$ cat src/rtl/sstv_pixel_to_tone_defines.svh
// Assertion macros for the pixel-to-tone converter.
// Used by rtl/sstv_pixel_to_tone.sv; expects clk and rst in scope.
`ifndef SSTV_PIXEL_TO_TONE_DEFINES_SVH
`define SSTV_PIXEL_TO_TONE_DEFINES_SVH
`ifndef SYNTHESIS
`define SSTV_ASSERT(label, cond) \
  label: assert property (@(posedge clk) disable iff (rst) (cond)) \
    else $error("sstv_pixel_to_tone: invariant violated");
`define SSTV_ASSERT_IMPL(label, ante, cons) \
  label: assert property (@(posedge clk) disable iff (rst) (ante) |-> (cons)) \
    else $error("sstv_pixel_to_tone: implication violated");
`else
`define SSTV_ASSERT(label, cond)
`define SSTV_ASSERT_IMPL(label, ante, cons)
`endif
`endif

$ cat src/rtl/sstv_p2t_pkg.sv
// Constants, codes and coefficient table for the pixel-to-tone converter.
// No dependencies; imported by rtl/sstv_pixel_to_tone.sv.
package sstv_p2t_pkg;

  localparam int PosBitsDefault = 11;

  // configuration port
  localparam int CfgIdxW  = 2;
  localparam int CfgDataW = 2;
  localparam logic [CfgIdxW-1:0] RegScanMode      = 2'd0;
  localparam logic [CfgIdxW-1:0] RegPatternEnable = 2'd1;

  localparam logic [1:0] ModeMono = 2'd0;
  localparam logic [1:0] ModeRgb  = 2'd1;
  localparam logic [1:0] ModeYcc  = 2'd2;
  localparam logic [1:0] ScanModeReset = ModeYcc;

  localparam logic [1:0] PassFirst  = 2'd0;
  localparam logic [1:0] PassSecond = 2'd1;
  localparam logic [1:0] PassThird  = 2'd2;

  localparam logic [7:0] LevelFull = 8'd255;
  localparam logic [7:0] LevelZero = 8'd0;

  // Every law is folded into floor(X / DivD) with X < 2^XW.
  localparam int XW    = 42;
  localparam int SumW  = XW + 2;
  localparam int CoefW = 36;
  localparam int DW    = 25;
  localparam int QW    = 18;
  localparam int RemW  = 27;
  localparam int ToneW = 20;

  localparam longint DivVal = 64'sd51 * 64'sd390625;
  localparam logic [DW-1:0] DivD = DW'(DivVal);
  localparam logic [QW-1:0] RecipM = QW'((64'sd1 <<< XW) / DivVal);
  localparam logic [RemW-1:0] DivOne   = RemW'(DivVal);
  localparam logic [RemW-1:0] DivTwo   = RemW'(64'sd2 * DivVal);
  localparam logic [RemW-1:0] DivThree = RemW'(64'sd3 * DivVal);

  localparam logic [ToneW-1:0] BaseQ8    = 20'd384000;
  localparam logic [ToneW-1:0] ToneMaxQ8 = 20'd589824;

  // monochrome: (s*2048 + 127) / 255, scaled by 78125
  localparam longint MonoScale = 64'sd2048 * 64'sd78125;
  localparam longint MonoOff   = 64'sd127 * 64'sd78125;
  // direct channel: (c*40960 + 25) / 51, scaled by 390625
  localparam longint RgbCoef = 64'sd40960 * 64'sd390625;
  localparam longint RgbOff  = 64'sd25 * 64'sd390625;
  // matrix: X = 32*(K*5e8 + 1953*S) + 9960937
  localparam longint MatScale = 64'sd32 * 64'sd1953;
  localparam longint MatRound = 64'sd9960937;
  localparam longint MatOffY  = 64'sd32 * 64'sd16 * 64'sd500000000 + MatRound;
  localparam longint MatOffC  = 64'sd32 * 64'sd128 * 64'sd500000000 + MatRound;

  typedef struct packed {
    logic signed [CoefW-1:0] cr;
    logic signed [CoefW-1:0] cg;
    logic signed [CoefW-1:0] cb;
    logic [XW-1:0]           off;
  } coef_t;

  function automatic coef_t coef_sel(input logic [1:0] mode, input logic [1:0] pass);
    coef_t c;
    c = '0;
    case (mode)
      ModeMono: begin
        c.cr  = CoefW'(64'sd30 * MonoScale);
        c.cg  = CoefW'(64'sd59 * MonoScale);
        c.cb  = CoefW'(64'sd11 * MonoScale);
        c.off = XW'(MonoOff);
      end
      ModeRgb: begin
        c.off = XW'(RgbOff);
        case (pass)
          PassFirst:  c.cr = CoefW'(RgbCoef);
          PassSecond: c.cg = CoefW'(RgbCoef);
          default:    c.cb = CoefW'(RgbCoef);
        endcase
      end
      default: begin
        case (pass)
          PassFirst: begin
            c.cr  = CoefW'(64'sd65738 * MatScale);
            c.cg  = CoefW'(64'sd129057 * MatScale);
            c.cb  = CoefW'(64'sd25064 * MatScale);
            c.off = XW'(MatOffY);
          end
          PassSecond: begin
            c.cr  = CoefW'(64'sd112439 * MatScale);
            c.cg  = CoefW'(-64'sd94154 * MatScale);
            c.cb  = CoefW'(-64'sd18285 * MatScale);
            c.off = XW'(MatOffC);
          end
          default: begin
            c.cr  = CoefW'(-64'sd37945 * MatScale);
            c.cg  = CoefW'(-64'sd74494 * MatScale);
            c.cb  = CoefW'(64'sd112439 * MatScale);
            c.off = XW'(MatOffC);
          end
        endcase
      end
    endcase
    return c;
  endfunction

endpackage

$ cat src/rtl/sstv_pixel_to_tone.sv
// Pixel-to-tone converter: six register stages, one beat in and one beat out per cycle.
// Throughput: 1 item per cycle while out_ready stays high, else the flow backs up.
// Stages: pattern test, channel products, sum, reciprocal estimate, remainder, correction.
// A stall at the output backs up only as far as the first empty stage.
// Reset (rst, synchronous) empties the pipeline and sets scan_mode = 2, pattern_enable = 0.
// Depends on sstv_p2t_pkg and sstv_pixel_to_tone_defines.svh.
`include "sstv_pixel_to_tone_defines.svh"

module sstv_pixel_to_tone
  import sstv_p2t_pkg::*;
#(
  parameter int POS_BITS = PosBitsDefault
) (
  input  logic                 clk,
  input  logic                 rst,
  input  logic                 cfg_valid,
  output logic                 cfg_ready,
  input  logic [CfgIdxW-1:0]   cfg_index,
  input  logic [CfgDataW-1:0]  cfg_data,
  input  logic                 in_valid,
  output logic                 in_ready,
  input  logic [1:0]           pass_index,
  input  logic [POS_BITS-1:0]  x_position,
  input  logic [POS_BITS-1:0]  y_position,
  input  logic                 pixel_valid,
  input  logic [7:0]           red,
  input  logic [7:0]           green,
  input  logic [7:0]           blue,
  output logic                 out_valid,
  input  logic                 out_ready,
  output logic [ToneW-1:0]     tone_hz_q8
);

  localparam int PosSumW  = POS_BITS + 1;
  localparam int PatK     = PosSumW + 4;
  localparam int PatProdW = PosSumW + PatK;
  // floor(n / 11) = (n * PatMul) >> PatK for every n below 2^PosSumW
  localparam logic [PatK-1:0] PatMul = PatK'(((64'd1 << PatK) + 64'd10) / 64'd11);

  // configuration registers
  logic [1:0] scan_mode;
  logic       pattern_enable;

  assign cfg_ready = 1'b1;

  always_ff @(posedge clk) begin
    if (rst) begin
      scan_mode      <= ScanModeReset;
      pattern_enable <= 1'b0;
    end else if (cfg_valid) begin
      case (cfg_index)
        RegScanMode:      scan_mode      <= cfg_data[1:0];
        RegPatternEnable: pattern_enable <= cfg_data[0];
        default: ;
      endcase
    end
  end

  // stage valids and advance chain
  logic v1, v2, v3, v4, v5;
  logic adv1, adv2, adv3, adv4, adv5, adv6;

  assign adv6     = !out_valid || out_ready;
  assign adv5     = !v5 || adv6;
  assign adv4     = !v4 || adv5;
  assign adv3     = !v3 || adv4;
  assign adv2     = !v2 || adv3;
  assign adv1     = !v1 || adv2;
  assign in_ready = adv1;

  always_ff @(posedge clk) begin
    if (rst) begin
      v1        <= 1'b0;
      v2        <= 1'b0;
      v3        <= 1'b0;
      v4        <= 1'b0;
      v5        <= 1'b0;
      out_valid <= 1'b0;
    end else begin
      if (adv1) v1 <= in_valid;
      if (adv2) v2 <= v1;
      if (adv3) v3 <= v2;
      if (adv4) v4 <= v3;
      if (adv5) v5 <= v4;
      if (adv6) out_valid <= v5;
    end
  end

  // stage 1: clamp pass and mode, test the diagonal pattern
  logic [PosSumW-1:0]  pos_sum;
  logic [PatProdW-1:0] pos_prod;
  logic [1:0]          pass_next;
  logic [1:0]          mode_next;
  logic                pat_next;

  assign pos_sum   = PosSumW'(x_position) + PosSumW'(y_position);
  assign pos_prod  = PatProdW'(pos_sum) * PatProdW'(PatMul);
  assign pat_next  = pattern_enable && pos_prod[PatK];
  assign pass_next = (pass_index > PassThird) ? PassThird : pass_index;
  assign mode_next = (scan_mode > ModeYcc) ? ModeYcc : scan_mode;

  logic [1:0] pass1, mode1;
  logic       pat1, pixv1;
  logic [7:0] r1, g1, b1;

  always_ff @(posedge clk) begin
    if (adv1) begin
      pass1 <= pass_next;
      mode1 <= mode_next;
      pat1  <= pat_next;
      pixv1 <= pixel_valid;
      r1    <= red;
      g1    <= green;
      b1    <= blue;
    end
  end

  // stage 2: letterbox color, then one product per channel
  logic [7:0] ch_r, ch_g, ch_b;
  coef_t      coef;
  logic signed [SumW-1:0] p_r_next, p_g_next, p_b_next;

  // yellow on the pattern (white in monochrome mode), black elsewhere
  assign ch_r = pixv1 ? r1 : (pat1 ? LevelFull : LevelZero);
  assign ch_g = pixv1 ? g1 : (pat1 ? LevelFull : LevelZero);
  assign ch_b = pixv1 ? b1 : ((pat1 && mode1 == ModeMono) ? LevelFull : LevelZero);
  assign coef = coef_sel(mode1, pass1);

  assign p_r_next = $signed(SumW'(ch_r)) * SumW'(coef.cr);
  assign p_g_next = $signed(SumW'(ch_g)) * SumW'(coef.cg);
  assign p_b_next = $signed(SumW'(ch_b)) * SumW'(coef.cb);

  logic signed [SumW-1:0] p_r2, p_g2, p_b2;
  logic [XW-1:0]          off2;

  always_ff @(posedge clk) begin
    if (adv2) begin
      p_r2 <= p_r_next;
      p_g2 <= p_g_next;
      p_b2 <= p_b_next;
      off2 <= coef.off;
    end
  end

  // stage 3: dividend X
  logic signed [SumW-1:0] x_next;
  logic [SumW-1:0]        x3;

  assign x_next = p_r2 + p_g2 + p_b2 + $signed(SumW'(off2));

  always_ff @(posedge clk) begin
    if (adv3) x3 <= x_next;
  end

  // stage 4: quotient estimate from the top bits, short by at most two
  logic [XW-1:0] est_prod;

  assign est_prod = XW'(x3[XW-1:QW]) * XW'(RecipM);

  logic [QW-1:0] q4;
  logic [XW-1:0] x4;

  always_ff @(posedge clk) begin
    if (adv4) begin
      q4 <= est_prod[XW-1:XW-QW];
      x4 <= x3[XW-1:0];
    end
  end

  // stage 5: remainder against the estimate
  logic [XW-1:0] qd;
  logic [XW-1:0] rem_full;

  assign qd       = XW'(q4) * XW'(DivD);
  assign rem_full = x4 - qd;

  logic [QW-1:0]   q5;
  logic [RemW-1:0] rem5;

  always_ff @(posedge clk) begin
    if (adv5) begin
      q5   <= q4;
      rem5 <= rem_full[RemW-1:0];
    end
  end

  // stage 6: correct the estimate, add the 1500 Hz base
  logic [QW-1:0]    q_fix;
  logic [ToneW-1:0] tone_next;

  assign q_fix     = q5 + QW'(rem5 >= DivOne) + QW'(rem5 >= DivTwo);
  assign tone_next = BaseQ8 + ToneW'(q_fix);

  always_ff @(posedge clk) begin
    if (adv6) tone_hz_q8 <= tone_next;
  end

  `SSTV_ASSERT_IMPL(a_dividend_range, v3, x3[SumW-1:XW] == '0)
  `SSTV_ASSERT_IMPL(a_estimate_close, v5, rem5 < DivThree)
  `SSTV_ASSERT_IMPL(a_tone_range, out_valid, tone_hz_q8 >= BaseQ8 && tone_hz_q8 <= ToneMaxQ8)

endmodule

$ cat config.mk
export PLATFORM = sky130hd
export DESIGN_NAME = sstv_pixel_to_tone
export DESIGN_NICKNAME = d
export VERILOG_FILES = /design/src/rtl/sstv_p2t_pkg.sv /design/src/rtl/sstv_pixel_to_tone.sv
export VERILOG_INCLUDE_DIRS = /design/src /design/src/rtl
export SDC_FILE = /design/constraint.sdc
export NUM_CORES = 2
export LEC_CHECK = 0
export ABC_AREA = 1
export BUFFER_PORTS_ARGS = -buffer_cell sky130_fd_sc_hd__buf_2
export CORE_MARGIN = 2
export CORE_UTILIZATION = 50
export CTS_CLUSTER_DIAMETER = 60
export DETAILED_ROUTE_END_ITERATION = 12
export HOLD_SLACK_MARGIN = 0.12
export PLACE_DENSITY_LB_ADDON = 0.05
export SYNTH_ARGS = -nofsm -noshare
export SYNTH_HDL_FRONTEND = slang
export SYNTH_SLANG_ARGS = --single-unit
$ cat constraint.sdc
create_clock -name clk -period 14.3 [get_ports clk]
set_input_delay 4.29 -clock clk [delete_from_list [all_inputs] [get_ports clk]]
set_output_delay 4.29 -clock clk [all_outputs]
set_load 0.03 [all_outputs]
## After elaboration in Yosys (flattened, before gate mapping)

Cells that the tools add are included.

| operators by class | value |
|---|---|
| add/subtract/negate cells | 8 |
| $mul | 6 |
| div/mod/pow operators | 0 |
| magnitude comparators | 4 |
| equal/unequal tests | 3 |
| shift operators | 0 |
| muxes and demuxes | 10 |
| bitwise logic cells | 0 |
| reductions and logical operators | 20 |

Operators by type and width:

| operator | number |
|---|---|
| 150-bit case mux with 2 select lines | 2 |
| 42-bit adder | 3 |
| 9-bit by 36-bit multiplier with 42-bit output | 3 |
| 34-bit 2-to-1 mux | 3 |
| 24-bit by 16-bit multiplier with 40-bit output, second input constant | 1 |
| 8-bit 2-to-1 mux | 5 |
| 18-bit by 1-bit adder with 18-bit output | 2 |
| 27-bit by 25-bit >= comparator with 1-bit output, second input constant | 1 |
| 27-bit by 26-bit >= comparator with 1-bit output, second input constant | 1 |
| 18-bit by 25-bit multiplier with 27-bit output, second input constant | 1 |
| 27-bit subtractor | 1 |
| 19-bit by 18-bit adder with 20-bit output, first input constant | 1 |
| 12-bit by 12-bit multiplier with 16-bit output, second input constant | 1 |
| 11-bit by 11-bit adder with 12-bit output | 1 |
| 2-bit by 1-bit equality test with 1-bit output, second input constant | 3 |
| 1-bit zero test | 6 |
| 2-bit zero test | 3 |
| 1-bit logical OR | 6 |
| 2-bit > comparator, second input constant | 2 |
| 2-bit AND reduction | 2 |
| 1-bit logical AND | 2 |
| 2-bit OR reduction | 1 |

| word-level totals | value |
|---|---|
| flip-flop bits (word level) | 359 |
| bits in latches | 0 |
| bits in writable memories | 0 |
| memory bits (read-only) | 0 |
| input bits | 58 |
| output and inout port bits | 23 |
| logic and storage cells | 76 |
| memories kept | 0 |

## Longest topological paths before layout

| depth | value |
|---|---|
| word-level depth | 7 |
| mapped depth | 30 |
| gate-level depth less buffers | 30 |

## Worst setup path after synthesis

OpenSTA, ideal clock, no wires.

| timing | value |
|---|---|
| path kind | input to output |
| start point | in out_ready |
| end point | out in_ready |
| arrival | 8.783 ns |
| required time | 10.010 ns |
| slack | 1.227 ns |
| stages on the path | 10 |
| buffers on the path | 0 |
| path through | nor2_1 > inv_1 > nor2_1 > inv_1 > nor2_1 > inv_1 > nor2_1 > inv_1 > nor2_1 > nand2_1 |

| between the ends | value |
|---|---|
| word-level cells in the longest chain between the ends | 6 |

RTL lines:

| item | RTL line | text |
|---|---|---|
| start: declaration | sstv_pixel_to_tone.sv:30 | `input logic out_ready,` |
| 1-bit logical OR | sstv_pixel_to_tone.sv:63 | `assign adv6 = !out_valid \|\| out_ready;` |
| via adv6 | sstv_pixel_to_tone.sv:61 | `logic adv1, adv2, adv3, adv4, adv5, adv6;` |
| 1-bit logical OR | sstv_pixel_to_tone.sv:64 | `assign adv5 = !v5 \|\| adv6;` |
| via adv5 | sstv_pixel_to_tone.sv:61 |  |
| 1-bit logical OR | sstv_pixel_to_tone.sv:65 | `assign adv4 = !v4 \|\| adv5;` |
| via adv4 | sstv_pixel_to_tone.sv:61 |  |
| 1-bit logical OR | sstv_pixel_to_tone.sv:66 | `assign adv3 = !v3 \|\| adv4;` |
| via adv3 | sstv_pixel_to_tone.sv:61 |  |
| 1-bit logical OR | sstv_pixel_to_tone.sv:67 | `assign adv2 = !v2 \|\| adv3;` |
| 1-bit logical OR | sstv_pixel_to_tone.sv:68 | `assign adv1 = !v1 \|\| adv2;` |
| end: declaration | sstv_pixel_to_tone.sv:21 | `output logic in_ready,` |

The timed path passes the listed nets, and every way through them passes these cells.

## Final worst setup path

Same ends and word-level chain as after synthesis.

==> impl_results.md <==
* Status: completed
* Clock slew at reported path FFs at 50 ps
* Most frequent cell after synthesis: inv_1
* Share of the synthesized area in the top cell type at 0.352
* Num CTS Buffers at 43
* Synth top cells by count: inv_1, fa_1, nand2_1
* Postcts setup bufs at 0
* Worst hold slack at 418 ps
* Initial antenna violation count at 0
* Post_cts resized at 0
* Remaining global-route overflow at 0
* Period utilization at 0.798
* Critical path class: in -> out
* Slew @ Worst Pin at 1000 ps
* CTS HTree Levels at 2
* CTS tree: yes
* First-pass GRT wire length at 233000 um
* Core area at 107000 um^2
* Core Rows at 120
* IO Count at 81
* Reg2reg setup slack at 6500 ps
* Detailed-route DRC error count at 0
* Type of origin of the critical path: input pin
* # hold bufs at CTS at 0
* Fin crit period at 11410 ps
* Clock Path Buffers at 3
* WP data required at 10010 ps
* Synth area leader: fa_1
* WL final at 149000 um
* Nets at 7696
* Ys async rst share at 0
* Worst-skew pair later-pin latency at 610 ps
* Worst slew margin at 0.326
* #FFs+latches synth at 308
* DR vias/cell at 5.11
* Mapped Cells at 5955
* Post-Synthesis Net Count at 7594
* Hold WC Path Type: reg -> reg
* Sequential share of the synthesized area at 0.169
* Setup Skew at 30.5 ps
* Routability cong. at 0.954
* DIE WIDTH at 333 um
* Slew Limit Fails at 0
* Wirelength per Cell at 19.9 um
* Via count at 38.3k
* Layout area overhead at 6.61%
* Final WS setup at 2890 ps
* Antenna-violating nets left at 0
* Most common flop cell mapped by yosys: edfxtp_1
* Iter 0 DRT Violations at 2427
* Number of synthesized flops with an enable pin at 299
* Synth top area cells: fa_1, edfxtp_1, ha_1, inv_1, nand2_1
* GR Util All Layers at 0.277
* Die Y at 333 um
* Unrepaired setup endpoints after global routing: no
* Fmax at 0.0877 GHz
* Pre-CTS setup slack at 2800 ps
* Max-Cap Viols at 0
* Final setup violation count at 0
* DRT Pass-1 Iters at 5
* Setup crit end kind: primary output
* Post-synth cell types at 63
* Avg Inst Size Synth at 9.11 um^2
* Clock sinks at 308
* Largest net degree at the start of global routing at 70
* TNS Setup at 0 ps
* PortBufs at 79
* Initial Util at 0.505
* Root buf cell: clkbuf_16
* Yosys Warn Count at 0
* Hold Fails Final Rpt at 0
* Synthesized area at 54200 um^2
* Hpwl dp at 131000 um
* Fraction of layout cells with a size suffix above 1 at 0.0401
* Die ar. at 111000 um^2
* # diodes at 0
* CP max FO at 45
* Crit path arrival time at 7120 ps
* Vias in the first global route at 40.1k
==> registers in the layout, indices dropped and copies added (netlist names), 10 cells and up <==
| register | flops |
|---|---|
| x3 | 40 |
| p_b2 | 37 |
| p_g2 | 37 |
| p_r2 | 37 |
| rem5 | 27 |
| x4 | 25 |
| tone_hz_q8 | 20 |
| q4 | 18 |
| q5 | 18 |
| off2 | 10 |
==> path summary, 6_finish.rpt <==
check	start	to	depth (start not counted)
setup / recovery	out_ready	in_ready	16
hold / removal	x3[15]	x4[15]	0
setup reg to reg	mode1[1]	p_g2[35]	22
hold reg to reg	x3[15]	x4[15]	0
==> placed cells by master, fill, tap and decap left out, types with 37 or more instances in the layout <==
cell          n
inv_1      1712
clkbuf_16    44
ha_1        627
xnor2_1      67
fa_1        954
edfxtp_1    299
a21o_1       37
nor3_1       42
xor2_1      161
nand3_1     114
o21ai_0     119
a21oi_1     231
nor2_1      554
buf_2        79
nand2_1     709
==> routing by layer <==
layer / global-route usage / vias to the layer above / share of wire
met4: 0.108 / 0 / 0.045
met2: 0.470 / 966 / 0.48
met5: 0 / - / 0
met3: 0.0327 / 254 / 0.046
li1: - / 18300 / -
met1: 0.365 / 18800 / 0.43
==> kinds of logic after synthesis <==
group / count (synthesis) / share of synthesized area
AOI/OAI and AO/OA: 541 / 0.0577
xor gates and xnor gates: 233 / 0.0383
adders and majority gates: 1581 / 0.497
buffers and inverters: 1785 / 0.124
DFF: 308 / 0.169
other: 1 / 0.0000691
and+or+nand+nor: 1506 / 0.114
==> critical path, stage by stage <==
cell	delay, ps
buf_2	80
nor2_1	40
inv_1	40
buf_4	310
nor2_1	90
inv_2	60
nor2_1	40
inv_2	30
buf_4	460
nor2_1	100
clkinv_1	60
buf_4	410
nor2_1	200
nand2_2	90
buf_4	430
buf_2	300
==> metrics by stage <==
stage	utilization	instance area, um^2	std cells
floorplan	-	54200	5955
global placement	0.525	56400	7415
detailed placement	0.525	56400	7415
CTS	0.539	57800	7495
global route	0.539	57800	7495
finish	0.539	57800	7495
==> final cells by class <==
cell class	count	area, um^2
clock inverters	32	303
multi-input cells	3862	38300
inverters	1728	6490
well taps	1403	1760
clock buffers	48	1120
flip-flops and latches	308	9160
repair buffers	114	658
fillers	10200	49500
Power is not shown: default switching activity piles up to over one toggle a cycle in this logic, so the estimate is an artifact.
